File: src/rtl/core/crtrim_pkg.sv
// ============================================================================
// crtrim_pkg
// Shared constants for the content rectangle edge trimmer.
// ============================================================================
package crtrim_pkg;

    // fixed width of rectangle sizes and the slack register
    localparam int WH_BITS = 15;

    // coverage threshold: overlap * FRAC_DEN >= extent * FRAC_NUM
    localparam int FRAC_NUM = 17;
    localparam int FRAC_DEN = 20;

    localparam int DEF_MAX_PIECES = 16;
    localparam int DEF_COORD_BITS = 16;

    // rectangle roles
    localparam logic [1:0] FUNC_FRAME  = 2'd0;
    localparam logic [1:0] FUNC_WINDOW = 2'd1;
    localparam logic [1:0] FUNC_PIECE  = 2'd2;
    localparam logic [1:0] FUNC_NONE   = 2'd3;

    // result kinds
    localparam logic KIND_CONTENT  = 1'b0;
    localparam logic KIND_OCCLUDER = 1'b1;

endpackage

File: src/rtl/core/content_rect_edge_trimmer_core.sv
// ============================================================================
// content_rect_edge_trimmer_core
// Trims a content rectangle against chrome pieces hugging its edges, then
// emits the content and every remaining occluder relative to it.
// ============================================================================
//
//  channel | dir | handshake          | beat payload
//  --------+-----+--------------------+----------------------------------------
//  s_      | in  | s_valid / s_ready  | func, rect x/y/width/height, set_end
//  m_      | out | m_valid / m_ready  | kind, x/y/width/height, last, dropped
//  cfg_    | in  | cfg_wr_en          | edge_slack (no read-back)
//
//  A set_end beat starts the sequencer: init, then read, overlap and decide
//  for each stored piece per trimming pass (passes repeat until one changes
//  nothing), then a step that queues the content, read, overlap and check for
//  each piece in the occluder scan, and a final step that hands out the last
//  result. The single overlap unit and the one-read piece memory take the pieces one at a time.
//  s_ready is low while a set is processed. A held result in the m_ register
//  only stalls the sequencer when the next result is ready to go.
//  Reset (aresetn, synchronous) clears control, counts, frame/window, slack.
// ============================================================================
module content_rect_edge_trimmer_core
    import crtrim_pkg::*;
#(
    parameter int MAX_PIECES = DEF_MAX_PIECES,
    parameter int COORD_BITS = DEF_COORD_BITS
) (
    input  logic                         aclk,
    input  logic                         aresetn,

    input  logic                         cfg_wr_en,
    input  logic [WH_BITS-1:0]           cfg_wr_data,

    input  logic                         s_valid,
    output logic                         s_ready,
    input  logic [1:0]                   s_func,
    input  logic signed [COORD_BITS-1:0] s_rect_x,
    input  logic signed [COORD_BITS-1:0] s_rect_y,
    input  logic [WH_BITS-1:0]           s_rect_width,
    input  logic [WH_BITS-1:0]           s_rect_height,
    input  logic                         s_set_end,

    output logic                         m_valid,
    input  logic                         m_ready,
    output logic                         m_out_kind,
    output logic signed [COORD_BITS-1:0] m_out_x,
    output logic signed [COORD_BITS-1:0] m_out_y,
    output logic [WH_BITS-1:0]           m_out_width,
    output logic [WH_BITS-1:0]           m_out_height,
    output logic                         m_out_last,
    output logic                         m_pieces_dropped
);

    // internal coordinate width: room for right/bottom edges plus slack
    localparam int SW    = ((COORD_BITS > 16) ? COORD_BITS : 16) + 3;
    localparam int CW    = $clog2(MAX_PIECES + 1);
    localparam int IDX_W = (MAX_PIECES > 1) ? $clog2(MAX_PIECES) : 1;
    localparam int PW    = WH_BITS + 5;

    typedef struct packed {
        logic signed [SW-1:0] x;
        logic signed [SW-1:0] y;
        logic [WH_BITS-1:0]   w;
        logic [WH_BITS-1:0]   h;
    } box_t;

    typedef struct packed {
        logic ne;
        box_t b;
    } ovl_t;

    typedef enum logic [9:0] {
        ST_IDLE = 10'b0000000001,
        ST_INIT = 10'b0000000010,
        ST_RD   = 10'b0000000100,
        ST_OV   = 10'b0000001000,
        ST_DEC  = 10'b0000010000,
        ST_EST  = 10'b0000100000,
        ST_ERD  = 10'b0001000000,
        ST_EOV  = 10'b0010000000,
        ST_ECHK = 10'b0100000000,
        ST_FIN  = 10'b1000000000
    } state_t;

    function automatic logic signed [SW-1:0] ext_wh(input logic [WH_BITS-1:0] v);
        ext_wh = $signed({{(SW-WH_BITS){1'b0}}, v});
    endfunction

    // shared overlap unit: max of lefts, min of rights, same vertically
    function automatic ovl_t overlap(input box_t a, input box_t b);
        logic signed [SW-1:0] x0, y0, x1, y1, ax1, bx1, ay1, by1, dw, dh;
        ovl_t r;
        x0  = (a.x > b.x) ? a.x : b.x;
        y0  = (a.y > b.y) ? a.y : b.y;
        ax1 = a.x + ext_wh(a.w);
        bx1 = b.x + ext_wh(b.w);
        ay1 = a.y + ext_wh(a.h);
        by1 = b.y + ext_wh(b.h);
        x1  = (ax1 < bx1) ? ax1 : bx1;
        y1  = (ay1 < by1) ? ay1 : by1;
        dw  = x1 - x0;
        dh  = y1 - y0;
        r.ne  = (x1 > x0) && (y1 > y0);
        r.b.x = x0;
        r.b.y = y0;
        r.b.w = r.ne ? dw[WH_BITS-1:0] : '0;
        r.b.h = r.ne ? dh[WH_BITS-1:0] : '0;
        overlap = r;
    endfunction

    state_t state_reg, state_next;

    logic [WH_BITS-1:0] slack_reg;
    logic [CW-1:0]      cnt_reg;
    logic [IDX_W-1:0]   idx_reg;
    logic               ovf_reg;
    logic               changed_reg;
    box_t               frame_reg, window_reg, content_reg, rd_q_reg;
    ovl_t               ov_reg;
    box_t               piece_mem [MAX_PIECES];

    // pending result: held until the next one is known, so last is exact
    logic                         pend_kind_reg;
    logic signed [COORD_BITS-1:0] pend_x_reg, pend_y_reg;
    logic [WH_BITS-1:0]           pend_w_reg, pend_h_reg;

    logic                         m_valid_reg;
    logic                         out_kind_reg, out_last_reg, out_pd_reg;
    logic signed [COORD_BITS-1:0] out_x_reg, out_y_reg;
    logic [WH_BITS-1:0]           out_w_reg, out_h_reg;

    logic accept, out_free, idx_last, push, fin_load;
    box_t in_box, ua, ub;
    ovl_t ov_c;

    assign s_ready  = (state_reg == ST_IDLE);
    assign accept   = s_valid && s_ready;
    assign out_free = !m_valid_reg || m_ready;
    assign idx_last = ((CW'(idx_reg) + CW'(1)) == cnt_reg);
    assign push     = (state_reg == ST_ECHK) && ov_reg.ne && out_free;
    assign fin_load = (state_reg == ST_FIN) && out_free;

    assign in_box.x = {{(SW-COORD_BITS){s_rect_x[COORD_BITS-1]}}, s_rect_x};
    assign in_box.y = {{(SW-COORD_BITS){s_rect_y[COORD_BITS-1]}}, s_rect_y};
    assign in_box.w = s_rect_width;
    assign in_box.h = s_rect_height;

    assign ua   = (state_reg == ST_INIT) ? frame_reg  : content_reg;
    assign ub   = (state_reg == ST_INIT) ? window_reg : rd_q_reg;
    assign ov_c = overlap(ua, ub);

    // ---------------------------------------------------------------- trim
    logic [PW-1:0]        ovw_s, ovh_s, cw_s, ch_s;
    logic                 fw, fh, hit, upd;
    logic signed [SW-1:0] sl, c_bot, c_rgt, o_bot, o_rgt, p_bot, p_rgt, d;
    box_t                 nbox;

    always_comb begin
        ovw_s = PW'(ov_reg.b.w) * PW'(FRAC_DEN);
        ovh_s = PW'(ov_reg.b.h) * PW'(FRAC_DEN);
        cw_s  = PW'(content_reg.w) * PW'(FRAC_NUM);
        ch_s  = PW'(content_reg.h) * PW'(FRAC_NUM);
        fw    = ov_reg.ne && (ovw_s >= cw_s);
        fh    = ov_reg.ne && (ovh_s >= ch_s);
        sl    = ext_wh(slack_reg);
        c_bot = content_reg.y + ext_wh(content_reg.h);
        c_rgt = content_reg.x + ext_wh(content_reg.w);
        o_bot = ov_reg.b.y + ext_wh(ov_reg.b.h);
        o_rgt = ov_reg.b.x + ext_wh(ov_reg.b.w);
        p_bot = rd_q_reg.y + ext_wh(rd_q_reg.h);
        p_rgt = rd_q_reg.x + ext_wh(rd_q_reg.w);
        nbox  = content_reg;
        hit   = 1'b1;
        d     = '0;
        if (fw && (rd_q_reg.y <= content_reg.y + sl)) begin
            d      = c_bot - o_bot;
            nbox.h = d[WH_BITS-1:0];
            nbox.y = o_bot;
        end else if (fw && (p_bot >= c_bot - sl)) begin
            d      = ov_reg.b.y - content_reg.y;
            nbox.h = d[WH_BITS-1:0];
        end else if (fh && (rd_q_reg.x <= content_reg.x + sl)) begin
            d      = c_rgt - o_rgt;
            nbox.w = d[WH_BITS-1:0];
            nbox.x = o_rgt;
        end else if (fh && (p_rgt >= c_rgt - sl)) begin
            d      = ov_reg.b.x - content_reg.x;
            nbox.w = d[WH_BITS-1:0];
        end else begin
            hit = 1'b0;
        end
        upd = hit && (nbox.w != '0) && (nbox.h != '0) && (nbox != content_reg);
    end

    // ----------------------------------------------------------- sequencer
    always_comb begin
        state_next = state_reg;
        unique case (state_reg)
            ST_IDLE: if (accept && s_set_end) state_next = ST_INIT;
            ST_INIT: state_next = (cnt_reg == '0) ? ST_EST : ST_RD;
            ST_RD:   state_next = ST_OV;
            ST_OV:   state_next = ST_DEC;
            ST_DEC: begin
                if (!idx_last)                state_next = ST_RD;
                else if (changed_reg || upd)  state_next = ST_RD;
                else                          state_next = ST_EST;
            end
            ST_EST:  state_next = (cnt_reg == '0) ? ST_FIN : ST_ERD;
            ST_ERD:  state_next = ST_EOV;
            ST_EOV:  state_next = ST_ECHK;
            ST_ECHK: begin
                if (!ov_reg.ne || out_free) state_next = idx_last ? ST_FIN : ST_ERD;
            end
            ST_FIN:  if (out_free) state_next = ST_IDLE;
            default: state_next = ST_IDLE;
        endcase
    end

    always_ff @(posedge aclk) begin
        if (!aresetn) begin
            state_reg   <= ST_IDLE;
            slack_reg   <= '0;
            cnt_reg     <= '0;
            idx_reg     <= '0;
            ovf_reg     <= 1'b0;
            changed_reg <= 1'b0;
            frame_reg   <= '0;
            window_reg  <= '0;
            m_valid_reg <= 1'b0;
        end else begin
            state_reg <= state_next;
            if (cfg_wr_en) slack_reg <= cfg_wr_data;
            if (accept) begin
                if (s_func == FUNC_FRAME)  frame_reg  <= in_box;
                if (s_func == FUNC_WINDOW) window_reg <= in_box;
                if (s_func == FUNC_PIECE) begin
                    if (cnt_reg < CW'(MAX_PIECES)) cnt_reg <= cnt_reg + CW'(1);
                    else                           ovf_reg <= 1'b1;
                end
            end
            case (state_reg)
                ST_INIT: begin
                    idx_reg     <= '0;
                    changed_reg <= 1'b0;
                end
                ST_DEC: begin
                    if (!idx_last) begin
                        idx_reg <= idx_reg + IDX_W'(1);
                        if (upd) changed_reg <= 1'b1;
                    end else begin
                        idx_reg     <= '0;
                        changed_reg <= 1'b0;
                    end
                end
                ST_EST: idx_reg <= '0;
                ST_ECHK: begin
                    if ((!ov_reg.ne || out_free) && !idx_last)
                        idx_reg <= idx_reg + IDX_W'(1);
                end
                ST_FIN: begin
                    if (out_free) begin
                        frame_reg  <= '0;
                        window_reg <= '0;
                        cnt_reg    <= '0;
                        ovf_reg    <= 1'b0;
                    end
                end
                default: ;
            endcase
            if (push || fin_load) m_valid_reg <= 1'b1;
            else if (m_ready)     m_valid_reg <= 1'b0;
        end
    end

    // piece memory: one write port, one registered read port
    always_ff @(posedge aclk) begin
        if (accept && (s_func == FUNC_PIECE) && (cnt_reg < CW'(MAX_PIECES)))
            piece_mem[cnt_reg[IDX_W-1:0]] <= in_box;
        if (state_reg == ST_RD || state_reg == ST_ERD)
            rd_q_reg <= piece_mem[idx_reg];
    end

    // datapath registers, no reset
    logic signed [SW-1:0] rel_x, rel_y;
    assign rel_x = ov_reg.b.x - content_reg.x;
    assign rel_y = ov_reg.b.y - content_reg.y;

    always_ff @(posedge aclk) begin
        if (state_reg == ST_OV || state_reg == ST_EOV) ov_reg <= ov_c;
        if (state_reg == ST_INIT) content_reg <= ov_c.ne ? ov_c.b : frame_reg;
        if (state_reg == ST_DEC && upd) content_reg <= nbox;
        if (state_reg == ST_EST) begin
            pend_kind_reg <= KIND_CONTENT;
            pend_x_reg    <= content_reg.x[COORD_BITS-1:0];
            pend_y_reg    <= content_reg.y[COORD_BITS-1:0];
            pend_w_reg    <= content_reg.w;
            pend_h_reg    <= content_reg.h;
        end
        if (push || fin_load) begin
            out_kind_reg <= pend_kind_reg;
            out_x_reg    <= pend_x_reg;
            out_y_reg    <= pend_y_reg;
            out_w_reg    <= pend_w_reg;
            out_h_reg    <= pend_h_reg;
            out_last_reg <= fin_load;
            out_pd_reg   <= ovf_reg;
        end
        if (push) begin
            pend_kind_reg <= KIND_OCCLUDER;
            pend_x_reg    <= rel_x[COORD_BITS-1:0];
            pend_y_reg    <= rel_y[COORD_BITS-1:0];
            pend_w_reg    <= ov_reg.b.w;
            pend_h_reg    <= ov_reg.b.h;
        end
    end

    assign m_valid          = m_valid_reg;
    assign m_out_kind       = out_kind_reg;
    assign m_out_x          = out_x_reg;
    assign m_out_y          = out_y_reg;
    assign m_out_width      = out_w_reg;
    assign m_out_height     = out_h_reg;
    assign m_out_last       = out_last_reg;
    assign m_pieces_dropped = out_pd_reg;

    // ---------------------------------------------------------- assertions
    a_cnt_bound: assert property (@(posedge aclk) disable iff (!aresetn)
        cnt_reg <= CW'(MAX_PIECES))
        else $error("piece count beyond store depth");

    a_idx_in_range: assert property (@(posedge aclk) disable iff (!aresetn)
        (state_reg == ST_RD || state_reg == ST_ERD) |-> (CW'(idx_reg) < cnt_reg))
        else $error("piece read past fill count");

    a_start_on_end: assert property (@(posedge aclk) disable iff (!aresetn)
        (state_reg == ST_INIT) |-> $past(accept && s_set_end))
        else $error("trim started without set_end beat");

    a_set_cleared: assert property (@(posedge aclk) disable iff (!aresetn)
        fin_load |=> (cnt_reg == '0) && !ovf_reg && m_valid && m_out_last)
        else $error("set state not cleared after final beat");

endmodule
File: config.mk
export PLATFORM = sky130hd
export DESIGN_NAME = content_rect_edge_trimmer_core
export DESIGN_NICKNAME = d
export VERILOG_FILES = /design/src/rtl/core/crtrim_pkg.sv /design/src/rtl/core/content_rect_edge_trimmer_core.sv
export SDC_FILE = /design/constraint.sdc
export NUM_CORES = 2
export LEC_CHECK = 0
export ABC_AREA = 1
export ABC_CLOCK_PERIOD_IN_PS = 17970
export BUFFER_PORTS_ARGS = -buffer_cell sky130_fd_sc_hd__buf_2
export CAP_MARGIN = 30
export CORE_MARGIN = 4
export CORE_UTILIZATION = 29
export CTS_BUF_LIST = sky130_fd_sc_hd__clkbuf_2 sky130_fd_sc_hd__clkbuf_4 sky130_fd_sc_hd__clkbuf_8
export CTS_CLUSTER_DIAMETER = 60
export DETAILED_ROUTE_END_ITERATION = 6
export HOLD_SLACK_MARGIN = 0.15
export PLACE_DENSITY = 0.41
export SYNTH_ARGS = -nofsm -noshare
export SYNTH_HDL_FRONTEND = slang
export SYNTH_SLANG_ARGS = --single-unit
File: constraint.sdc
create_clock -name aclk -period 17.97 [get_ports aclk]
set_input_delay 2.6955 -clock aclk [delete_from_list [all_inputs] [get_ports aclk]]
set_output_delay 2.6955 -clock aclk [all_outputs]
set_load 0.01 [all_outputs]
==> flow_metrics.tcl <==
set metrics [dict create \
    synth.avg_cell_area_sq_um 9.86 \
    p_leak_nw 35.6 \
    grt_max_degree 177 \
    synth_ff_type "edfxtp_1" \
    grt_pass1_vias 60500 \
    critPathMaxStageDelay_ps 760 \
    synth_edf_count 1318 \
    crit_path_end "content_reg[60]" \
    die_width_microns 541 \
    layout_commonest_cell "edfxtp_1" \
    cts_buffer_depth 4 \
    worstPathArrival_ps 12230 \
    skew_ps 72.3 \
    crit_path_frequent_cell "nand2_1" \
    vias 62500 \
    max_freq_ghz 0.0862 \
    hold_class "reg -> reg" \
    synth_nets 9050 \
    grt_pass1_wl_microns 434000 \
    worstMarginPinSlew_ps 1010 \
    core_region_area_sq_um 282000 \
    rrSetupSlack_ps 6370 \
    synthCells 8348 \
    drcViolationCount 0 \
    hpwl_microns 213000 \
    p_per_area_nw_per_um2 93.5 \
    slew_viol_final 0 \
    clk_pin_slew_worst_paths_ps 60 \
    initial_core_util 0.291 \
    ys_async_sr_fraction 0 \
    max_slew_margin 0.319 \
    rsz0062_at_grt "no" \
    cap_violations 0 \
    crit_path_top_delay_cell "buf_4" \
    fp.dieArea_sq_um 292000 \
    clock_sinks 1492 \
    place_inst 12000 \
    route.final.wire_length_microns 305000 \
    r2r_start "state_reg[8]" \
    die_height_microns 541 \
    peakVddDrop_v 0.0000677 \
    drt_iter0_drc 4844 \
    hold_viol 0 \
    layoutNonFillerInstCount 12500 \
    post-cts-setup-buffer-count 0 \
    netlist_area_sq_um 82300 \
    htreeDepth 5 \
    cts_buffers 286 \
    period_needed_ps 11600 \
    area_growth_pct 12.9 \
    grt.total_usage 0.202 \
    io_pins 152 \
    cp_top_family "compound AO/OA/AOI/OAI gates" \
    final_cell_mix "edfxtp_1, nand2_1, inv_1, nor2_1, o21ai_0" \
    vias_per_cell 5.00 \
    fin_nets 9241 \
    rr_worst_depth 51 \
    dp_slack_ps 6210 \
    cts.repair.resized 0 \
    worst-path-max-fanout 143 \
    drt_first_pass_iters 6 \
    status "finished clean" \
    critical_path_required_ps 18610 \
    critPathLaunchType "flip-flop" \
    cts-hold-fix-buffers 0 \
    yosysWarnings 0 \
    largest_register_ff_count 992 \
    yosysSeqAreaShare 0.523 \
    finalWorstSetupSlack_ps 6370 \
    gp_congestion 0.897 \
    fin_util 0.329 \
    path_depth 51 \
    cp-startpoint "state_reg[8]" \
    finalSetupViolations 0 \
    drive_above_1_share 0.0892 \
    crit_buf_inv 6 \
    min_period_over_period 0.645 \
    io_buffers 151 \
    crit_type "reg -> reg" \
    end_kind "flip-flop" \
    synth-seq-cells 1492 \
    insertion_delay_ps 950 \
    antenna_found_initial 52 \
    rows 195 \
    final_antenna_net_count 0 \
    finalSetupTns_ps 0 \
    rr_endpoint "content_reg[60]" \
    tritoncts "yes" \
    avgRoutedWirePerCell_microns 24.4 \
    clockRootBuffer "clkbuf_8" \
    yosysUniqueCellTypes 63 \
    overflow 0 \
]
==> cells in the mapped netlist (34+ instances only) <==
cell type | count | area share
a21oi_1 | 685 | 0.042
buf_1 | 34 | 0.0016
clkbuf_1 | 269 | 0.012
dfxtp_1 | 174 | 0.042
edfxtp_1 | 1318 | 0.48
ha_1 | 593 | 0.090
inv_1 | 803 | 0.037
mux2i_1 | 188 | 0.023
nand2_1 | 1235 | 0.056
nand3_1 | 378 | 0.023
nand4_1 | 70 | 0.0053
nor2_1 | 801 | 0.037
nor3_1 | 45 | 0.0027
o211ai_1 | 72 | 0.0066
o21a_1 | 46 | 0.0042
o21ai_0 | 768 | 0.047
o21bai_1 | 50 | 0.0046
o221ai_1 | 191 | 0.020
o32ai_1 | 60 | 0.0064
xnor2_1 | 100 | 0.011
xor2_1 | 219 | 0.023
==> power by group <==
| part | internal (W) | switching [W] |
|---|---|---|
| registers | 0.00385 | 0.0000339 |
| clock network | 0.00180 | 0.00150 |
| logic | 0.000471 | 0.00103 |
==> layer usage <==
layer	vias up	routed length, microns	global-route usage
met2	1629	136000	0.320
li1	30000	-	-
met1	30500	146000	0.288
met4	10	8660	0.0558
met3	407	15000	0.0285
met5	-	66	0
==> metrics by stage <==
step / cell area (sq um) / hold WS, ps / total power [W]
after floorplan: 82300 / 400 / 0.00494
after global placement: 87300 / 401 / 0.00544
after detailed placement: 87400 / 405 / 0.00545
after CTS: 92900 / 410 / 0.00881
after global routing: 92900 / 402 / 0.00917
final: 92900 / 410 / 0.00869
==> worst min-delay path by stage <==
stage | from | to | slack, ps | depth (start not counted)
global route | pend_h_reg[0] | m_out_height[0] | 400 | 0
finish | pend_w_reg[6] | m_out_width[6] | 410 | 0
detailed placement | pend_h_reg[2] | m_out_height[2] | 400 | 0
floorplan | pend_h_reg[0] | m_out_height[0] | 400 | 0
CTS | pend_w_reg[6] | m_out_width[6] | 410 | 0
global placement | pend_x_reg[9] | m_out_x[9] | 400 | 0
==> logic make-up after synthesis <==
kind of cell | count (synthesis) | share of synthesized area
mux | 188 | 0.0229
fa+ha+maj | 617 | 0.0960
buf+inv | 1161 | 0.0544
simple gates | 2601 | 0.130
xor+xnor | 319 | 0.0340
compound gates | 1970 | 0.139
flops | 1492 | 0.523
==> final cells by class <==
type                       instances  area, sq um
fill                           28900       189000
sequential                      1492        43100
multi-input combinational       5695        34900
clock buffer                     386         4770
tap                             3743         4680
inverter                         817         3080
timing repair buffer             247         1620
clock inverter                   110          697
antenna                           13         32.5
No activity file was read; power rests on OpenSTA's default activity.
